$ cat src/rtl/core/lpbev_pkg.sv
// shared constants for the bird's-eye lidar pixel painter
`timescale 1ns / 1ps
package lpbev_pkg;

  localparam int unsigned CFG_IDX_W = 2;
  localparam int unsigned REG_W     = 24;
  localparam int unsigned COORD_W   = 18;
  localparam int unsigned INTEN_W   = 8;
  localparam int unsigned INDEX_W   = 17;
  localparam int unsigned COLOR_W   = 8;
  localparam int unsigned MASK_W    = 3;
  localparam int unsigned FRAC_W    = 24;

  localparam logic [CFG_IDX_W-1:0] REG_PIXELS_PER_MM  = 2'd0;
  localparam logic [CFG_IDX_W-1:0] REG_INV_HEIGHT     = 2'd1;

  localparam logic [REG_W-1:0] PIXELS_PER_MM_RST = 24'd335544;
  localparam logic [REG_W-1:0] INV_HEIGHT_RST    = 24'd33554;

  localparam logic [MASK_W-1:0] MASK_ABOVE = 3'b011;
  localparam logic [MASK_W-1:0] MASK_BELOW = 3'b110;

  localparam logic [9:0] INTEN_BASE = 10'd360;

endpackage

$ cat src/rtl/core/lidar_point_bev_pixel_painter.sv
// top level of the bird's-eye lidar pixel painter, a four-stage pipeline
`timescale 1ns / 1ps
// Maps each lidar point request to one masked pixel write on a square canvas of
// CANVAS_SIZE pixels a side. One request is taken per clock while the output is not
// stalled; results leave in order. The pipeline has four register stages:
// the three 18x25 multipliers for x, y and z, the truncating coordinate shift
// with the bounds check and height clamp, the weight and pixel index forming, and
// the two 25x10 colour multipliers with saturation feeding the output register.
// A stalled output only backs up the stages that are full; no request is lost.
// Registers written over the cfg port take effect for requests taken afterwards.
module lidar_point_bev_pixel_painter #(
  parameter int unsigned CANVAS_SIZE = 320
) (
  input  logic                                clk,
  input  logic                                rst_n,
  input  logic                                in_valid,
  output logic                                in_ready,
  input  logic signed [lpbev_pkg::COORD_W-1:0] in_x_mm,
  input  logic signed [lpbev_pkg::COORD_W-1:0] in_y_mm,
  input  logic signed [lpbev_pkg::COORD_W-1:0] in_z_mm,
  input  logic [lpbev_pkg::INTEN_W-1:0]       in_intensity,
  output logic                                out_valid,
  input  logic                                out_ready,
  output logic                                out_in_canvas,
  output logic [lpbev_pkg::INDEX_W-1:0]       out_pixel_index,
  output logic [lpbev_pkg::COLOR_W-1:0]       out_blue,
  output logic [lpbev_pkg::COLOR_W-1:0]       out_green,
  output logic [lpbev_pkg::COLOR_W-1:0]       out_red,
  output logic [lpbev_pkg::MASK_W-1:0]        out_write_mask,
  input  logic                                cfg_valid,
  output logic                                cfg_ready,
  input  logic [lpbev_pkg::CFG_IDX_W-1:0]     cfg_index,
  input  logic [lpbev_pkg::REG_W-1:0]         cfg_data
);

  localparam int unsigned CW     = $clog2(CANVAS_SIZE);
  localparam int unsigned PW     = (2 * CW + 1 > lpbev_pkg::INDEX_W) ? 2 * CW + 1
                                                                     : lpbev_pkg::INDEX_W;
  localparam int unsigned PROD_W = 43;
  localparam int unsigned V_W    = 44;
  localparam int unsigned PIX_W  = V_W - lpbev_pkg::FRAC_W;
  localparam int unsigned H_W    = lpbev_pkg::FRAC_W + 2;
  localparam int unsigned WT_W   = lpbev_pkg::FRAC_W + 1;
  localparam int unsigned CP_W   = WT_W + 10;

  localparam logic signed [V_W-1:0]   CENTER_Q = V_W'(CANVAS_SIZE / 2) <<< lpbev_pkg::FRAC_W;
  localparam logic signed [H_W-1:0]   H_MAX    = H_W'(1) <<< lpbev_pkg::FRAC_W;
  localparam logic signed [H_W-1:0]   H_MIN    = -H_MAX;
  localparam logic [WT_W-1:0]         ONE_Q    = WT_W'(1) << lpbev_pkg::FRAC_W;
  localparam logic [PIX_W-2:0]        CS_LIM   = (PIX_W-1)'(CANVAS_SIZE);
  localparam logic [PW-1:0]           CS_P     = PW'(CANVAS_SIZE);

  // configuration registers
  logic [lpbev_pkg::REG_W-1:0] ppm_r;
  logic [lpbev_pkg::REG_W-1:0] inv_r;

  assign cfg_ready = 1'b1;

  always_ff @(posedge clk) begin
    if (!rst_n) begin
      ppm_r <= lpbev_pkg::PIXELS_PER_MM_RST;
      inv_r <= lpbev_pkg::INV_HEIGHT_RST;
    end else if (cfg_valid && cfg_ready) begin
      unique case (cfg_index)
        lpbev_pkg::REG_PIXELS_PER_MM: ppm_r <= cfg_data;
        lpbev_pkg::REG_INV_HEIGHT:    inv_r <= cfg_data;
        default: ;
      endcase
    end
  end

  // handshake chain
  logic v1_r, v2_r, v3_r, v4_r;
  logic rdy1, rdy2, rdy3, rdy4;

  assign rdy4     = !v4_r || out_ready;
  assign rdy3     = !v3_r || rdy4;
  assign rdy2     = !v2_r || rdy3;
  assign rdy1     = !v1_r || rdy2;
  assign in_ready = rdy1;

  always_ff @(posedge clk) begin
    if (!rst_n) begin
      v1_r <= 1'b0;
      v2_r <= 1'b0;
      v3_r <= 1'b0;
      v4_r <= 1'b0;
    end else begin
      if (rdy1) v1_r <= in_valid;
      if (rdy2) v2_r <= v1_r;
      if (rdy3) v3_r <= v2_r;
      if (rdy4) v4_r <= v3_r;
    end
  end

  // stage 1: scale products
  logic signed [PROD_W-1:0] px_nxt, py_nxt, pz_nxt;
  logic signed [PROD_W-1:0] px_r, py_r, pz_r;
  logic [9:0]               s1_r;

  assign px_nxt = in_x_mm * $signed({1'b0, ppm_r});
  assign py_nxt = in_y_mm * $signed({1'b0, ppm_r});
  assign pz_nxt = in_z_mm * $signed({1'b0, inv_r});

  always_ff @(posedge clk) begin
    if (rdy1) begin
      px_r <= px_nxt;
      py_r <= py_nxt;
      pz_r <= pz_nxt;
      s1_r <= lpbev_pkg::INTEN_BASE + 10'(in_intensity);
    end
  end

  // stage 2: truncating shift, bounds check, height clamp
  logic signed [V_W-1:0]   vx, vy;
  logic signed [PIX_W-1:0] rowp, colp;
  logic                    inside_nxt;
  logic signed [H_W-1:0]   h_nxt;
  logic [CW-1:0]           row_r, col_r;
  logic                    inside2_r;
  logic signed [H_W-1:0]   h_r;
  logic [9:0]              s2_r;

  assign vx   = CENTER_Q - V_W'(px_r);
  assign vy   = CENTER_Q - V_W'(py_r);
  assign rowp = vx[V_W-1:lpbev_pkg::FRAC_W]
              + PIX_W'(vx[V_W-1] && (|vx[lpbev_pkg::FRAC_W-1:0]));
  assign colp = vy[V_W-1:lpbev_pkg::FRAC_W]
              + PIX_W'(vy[V_W-1] && (|vy[lpbev_pkg::FRAC_W-1:0]));
  assign inside_nxt = !rowp[PIX_W-1] && (rowp[PIX_W-2:0] < CS_LIM)
                   && !colp[PIX_W-1] && (colp[PIX_W-2:0] < CS_LIM);

  always_comb begin
    priority if (pz_r > PROD_W'(H_MAX)) begin
      h_nxt = H_MAX;
    end else if (pz_r < PROD_W'(H_MIN)) begin
      h_nxt = H_MIN;
    end else begin
      h_nxt = pz_r[H_W-1:0];
    end
  end

  always_ff @(posedge clk) begin
    if (rdy2) begin
      row_r     <= rowp[CW-1:0];
      col_r     <= colp[CW-1:0];
      inside2_r <= inside_nxt;
      h_r       <= h_nxt;
      s2_r      <= s1_r;
    end
  end

  // stage 3: colour weights and pixel index
  logic              pos_nxt;
  logic [WT_W-1:0]   wa_nxt, wg_nxt;
  logic [PW-1:0]     idx_nxt;
  logic              pos_r, inside3_r;
  logic [WT_W-1:0]   wa_r, wg_r;
  logic [lpbev_pkg::INDEX_W-1:0] idx_r;
  logic [9:0]        s3_r;

  assign pos_nxt = !h_r[H_W-1] && (|h_r);
  assign wa_nxt  = pos_nxt ? h_r[WT_W-1:0] : WT_W'(-h_r);
  assign wg_nxt  = pos_nxt ? ONE_Q - h_r[WT_W-1:0] : ONE_Q + h_r[WT_W-1:0];
  assign idx_nxt = PW'(row_r) * CS_P + PW'(col_r);

  always_ff @(posedge clk) begin
    if (rdy3) begin
      pos_r     <= pos_nxt;
      inside3_r <= inside2_r;
      wa_r      <= wa_nxt;
      wg_r      <= wg_nxt;
      idx_r     <= idx_nxt[lpbev_pkg::INDEX_W-1:0];
      s3_r      <= s2_r;
    end
  end

  // stage 4: colour products, saturation, output register
  logic [CP_W-1:0] pa, pg;
  logic [9:0]      ca, cg;
  logic [lpbev_pkg::COLOR_W-1:0] sa, sg;
  logic                          inc_r;
  logic [lpbev_pkg::INDEX_W-1:0] idx4_r;
  logic [lpbev_pkg::COLOR_W-1:0] blue_r, green_r, red_r;
  logic [lpbev_pkg::MASK_W-1:0]  mask_r;

  assign pa = CP_W'(wa_r) * CP_W'(s3_r);
  assign pg = CP_W'(wg_r) * CP_W'(s3_r);
  assign ca = pa[CP_W-1:lpbev_pkg::FRAC_W+1];
  assign cg = pg[CP_W-1:lpbev_pkg::FRAC_W+1];
  assign sa = (|ca[9:8]) ? 8'hFF : ca[7:0];
  assign sg = (|cg[9:8]) ? 8'hFF : cg[7:0];

  always_ff @(posedge clk) begin
    if (rdy4) begin
      inc_r   <= inside3_r;
      idx4_r  <= inside3_r ? idx_r : '0;
      blue_r  <= (inside3_r && pos_r) ? sa : '0;
      red_r   <= (inside3_r && !pos_r) ? sa : '0;
      green_r <= inside3_r ? sg : '0;
      mask_r  <= !inside3_r ? '0 : (pos_r ? lpbev_pkg::MASK_ABOVE : lpbev_pkg::MASK_BELOW);
    end
  end

  assign out_valid       = v4_r;
  assign out_in_canvas   = inc_r;
  assign out_pixel_index = idx4_r;
  assign out_blue        = blue_r;
  assign out_green       = green_r;
  assign out_red         = red_r;
  assign out_write_mask  = mask_r;

  // checks
  a_stall_only_on_output: assert property (@(posedge clk) disable iff (!rst_n)
    !in_ready |-> (out_valid && !out_ready))
    else $error("input stalled while output drains");

  a_outside_all_zero: assert property (@(posedge clk) disable iff (!rst_n)
    (out_valid && !out_in_canvas) |->
      (out_write_mask == '0 && out_pixel_index == '0 && out_green == '0))
    else $error("outside write carries data");

  a_inside_mask: assert property (@(posedge clk) disable iff (!rst_n)
    (out_valid && out_in_canvas) |->
      (out_write_mask == lpbev_pkg::MASK_ABOVE || out_write_mask == lpbev_pkg::MASK_BELOW))
    else $error("bad write mask");

  a_unmasked_zero: assert property (@(posedge clk) disable iff (!rst_n)
    out_valid |-> ((out_write_mask[2] || out_red == '0) && (out_write_mask[0] || out_blue == '0)))
    else $error("unmasked colour not zero");

  a_stage_moves: assert property (@(posedge clk) disable iff (!rst_n)
    (v3_r && rdy4) |=> v4_r)
    else $error("item lost between stage three and output");

endmodule

$ cat config.mk
export PLATFORM = sky130hd
export DESIGN_NAME = lidar_point_bev_pixel_painter
export DESIGN_NICKNAME = d
export VERILOG_FILES = /design/src/rtl/core/lpbev_pkg.sv /design/src/rtl/core/lidar_point_bev_pixel_painter.sv
export SDC_FILE = /design/constraint.sdc
export NUM_CORES = 2
export LEC_CHECK = 0
export BUFFER_PORTS_ARGS = -buffer_cell sky130_fd_sc_hd__clkbuf_2
export CORE_UTILIZATION = 60
export CTS_BUF_LIST = sky130_fd_sc_hd__clkbuf_8
export CTS_CLUSTER_DIAMETER = 50
export CTS_CLUSTER_SIZE = 20
export DETAILED_ROUTE_END_ITERATION = 10
export GPL_ROUTABILITY_DRIVEN = 0
export PLACE_DENSITY = 0.74
export SYNTH_ARGS = -nofsm -noshare
export SYNTH_HDL_FRONTEND = slang
export SYNTH_SLANG_ARGS = --single-unit
$ cat constraint.sdc
create_clock -name clk -period 11.35 [get_ports clk]
set_input_delay 1.7025 -clock clk [delete_from_list [all_inputs] [get_ports clk]]
set_output_delay 1.7025 -clock clk [all_outputs]
set_load 0.005 [all_outputs]
==> out/qor.log <==
[global_routing] first-pass GRT wire length 276800 um
[route] Routed wire per std cell 18.03 um
[route] total via count in the routed design 51.08k
[floorplanning] Total Die Area 121400 um2
[placed_design] Placed Instance Area 73620 um2
[cells_and_area] # nets final 9741
[pwr] Total Power Consumption 16150 uW
[route] number of DRC markers in iteration 0 3503
[placed_design] Buffers on Ports 139
[synthesis] number of enable flip-flop cells after synthesis 317
[global_routing] number of global-route vias before repair 54.50k
[pwr] power density over cell area 215.9 nW/um2
[route] DR pass1 iterations 6
[placed_design] Final HPWL DP 127300 um
[route] detail-routed via count per cell 5.507
[global_routing] overall global routing resource usage 0.2859
[clock_tree] count of H-tree levels built during CTS 2
[setup_path] Crit Path Class input port to flip-flop
[route] wire length reported by the detailed router 167300 um
[synthesis] most used flip-flop cell after synthesis edfxtp_1
[route] number of DRC violations after detailed routing 0
[cells_and_area] area growth from synthesis to final layout 3.826%
[setup_path] biggest fanout along the worst timing path 24
[floorplanning] height of the die 348.4 um
[min_path] HP Class flip-flop to flip-flop
[global_routing] largest net degree at the start of global routing 107
[synthesis] Seq cells post-synth 369
[clock_tree] Clock Pin Slew Worst Setup and Hold Paths 0.10 ns
[clock_tree] insertion delay to the later sink of the worst-skew pair 0.74 ns
[clock_tree] clock tree from TritonCTS done
[floorplanning] Initial Util 0.6074
[sta] unrepaired setup endpoints after global routing false
[sta] max-slew violation total from the final report 0
[cells_and_area] share of layout cells above drive strength 1 0.03936
[global_routing] total gr overflow 0
[sta] final sum of negative setup slack 0 ns
[sta] Hold Vio Cnt, Final 0
[synthesis] average cell area after synthesis 9.251 um2
[synthesis] number of nets produced by synthesis 9892
[run_status] result of the run completed
[synthesis] fraction of registers with async set/reset 0
[sta] final-report setup violation count 0
[cells_and_area] area of all placed cells without fillers 74770 um2
[synthesis] Synth Instances 7785
[sta] Final Critical Period 8.574 ns
[sta] maximum operating frequency 0.1166 GHz
[clock_tree] CTS Hold Buffers Added 0
[clock_tree] total clock buffers created by CTS 47
[pwr] Lkg Pwr 0.03747 uW
[flow_run] max-cap violation count 0
[clock_tree] TritonCTS sink count 369
[synthesis] netlist area before placement 72020 um2
[synthesis] count of synthesis-stage warnings from yosys 0
[synthesis] register area share after synthesis 0.1466
[sta] worst slew margin relative to its limit 0.08666
[route] post-route ant nets 0
[floorplanning] top-level port count 141
[setup_path] type of element launching the critical path input port
[clock_tree] post_cts resized 0
[global_routing] antenna violations before repair 5
[sta] worst clock skew on the final layout 0.05747 ns
[floorplanning] Cell Rows 126
[sta] final worst path period share 0.7554
[floorplanning] area of the core region 118600 um2
[clock_tree] CTS max path bufs 3
[sta] transition time at the pin with the least slew margin 1.357 ns
[floorplanning] Die Width 348.4 um
[setup_path] worst endpoint required time 11.83 ns
[clock_tree] Setup Fix Bufs, Post-CTS 0
[setup_path] Worst EP arrival 9.06 ns
[clock_tree] CTS root buf clkbuf_8
[synthesis] distinct cell type count after synthesis 75
[pwr] worst voltage drop across the vdd grid 432.8 uV
[setup_path] capturing element type of the critical path flip-flop
cell families after synthesis:
logic type | share of synthesized area
compound gates | 0.04517
xor+xnor | 0.02445
fa+ha+maj | 0.4981
buf+inv | 0.1152
flops | 0.1466
mux | 0.002224
other cells | 0.00005207
simple gates | 0.1682
path summary, 6_finish.rpt:
| check | start | endpoint | slack (ns) | depth (start not counted) |
|---|---|---|---|---|
| worst max-delay path | in_y_mm[6] | py_r[41]$_DFFE_PP_ | 2.78 | 23 |
| worst min-delay path | col_r[4]$_DFFE_PP_ | idx_r[4]$_DFFE_PP_ | 0.41 | 0 |
| worst max register to register | ppm_r[7]$_SDFFE_PN1P_ | py_r[41]$_DFFE_PP_ | 3.21 | 22 |
| worst min register to register | col_r[4]$_DFFE_PP_ | idx_r[4]$_DFFE_PP_ | 0.41 | 0 |
cell type report:
class                   instances  area (um2)
clock inverters                41       503.0
clock buffers                  47       646.9
fillers                      9947       43780
inverters                    1827        6858
well taps                    1600        2002
multi-input cells            5210       53190
repair buffers                179        1008
diodes                          2       5.005
flip-flops and latches        369       10560
cell usage after synthesis (45+ instances only):
cell type / n / area (um2)
and2_1: 793 / 4961
nor2_1: 170 / 638.1
ha_1: 594 / 7432
clkbuf_1: 362 / 1359
o21ai_0: 68 / 340.3
dfxtp_1: 52 / 1041
xnor2_1: 156 / 1366
nand2_1: 1188 / 4459
a21o_1: 63 / 473.0
inv_1: 1826 / 6854
edfxtp_1: 317 / 9519
xor2_1: 45 / 394.1
nand3_1: 55 / 275.3
fa_1: 1420 / 28430
nand2b_1: 57 / 356.6
a21oi_1: 149 / 745.7
nor3_1: 46 / 230.2
registers in the layout (all words and copies together), names as in the netlist, 3 cells and up:
signal	cells
px_r	43
py_r	43
pz_r	43
h_r	26
wa_r	25
inv_r	24
ppm_r	24
wg_r	24
idx_r	17
out_pixel_index	17
s1_r	10
s2_r	10
s3_r	10
col_r	9
row_r	9
out_blue	8
out_green	8
out_red	8
out_write_mask	3
per-stage QoR:
stage	hold WS [ns]	cells	utilization	setup WS (ns)
after floorplan	0.4003	7785	-	3.615
after global placement	0.4002	9185	0.6209	2.433
after detailed placement	0.4045	9185	0.6209	2.297
after CTS	0.4017	9273	0.6306	3.069
after global routing	0.3960	9275	0.6307	2.493
final	0.4056	9275	0.6307	2.776
cells in the final DEF, fill, tap and decap left out, drive strengths merged, types with 26 or more instances in the layout:
master | synthesis | layout
nand2b | 57 | 57
nor2 | 170 | 170
nand2 | 1188 | 1188
or3 | 26 | 26
nor3 | 47 | 47
nor4 | 36 | 36
xor2 | 45 | 45
o21ai | 68 | 68
a21boi | 40 | 40
xnor2 | 156 | 156
nand3 | 56 | 56
fa | 1420 | 1420
dfxtp | 52 | 52
clkbuf | 362 | 186
nand4 | 27 | 27
edfxtp | 317 | 317
inv | 1827 | 1849
o21a | 39 | 39
and2 | 793 | 793
ha | 594 | 594
buf | 17 | 40
a21o | 63 | 63
a21oi | 149 | 149
layer usage:
layer  part of all wire  GRT usage
met5           0.000078          0
met4              0.027    0.07877
met3              0.076    0.04962
met2               0.48     0.4726
met1               0.42     0.3897
where the power goes:
part	leakage, uW	internal [uW]	total, uW	switching [uW]
registers	0.00399	2400	2630	230
clock network	0.000582	489	1160	672
logic	0.0329	5080	12400	7270
critical path, cell delays in order:
cell,delay [ns]
clkbuf_2,0.37
and2_1,0.33
fa_1,0.54
inv_1,0.05
fa_1,0.48
fa_1,0.52
fa_1,0.57
inv_1,0.05
fa_1,0.48
inv_1,0.05
fa_1,0.49
inv_1,0.05
ha_1,0.34
nand3_1,0.13
o22ai_1,0.08
o21a_1,0.25
o211a_1,0.23
nor4_1,1.11
a211oi_1,0.28
o21a_1,0.32
a41oi_1,0.33
a21oi_1,0.13
xor2_1,0.16
(Power assumes the default switching activity.)
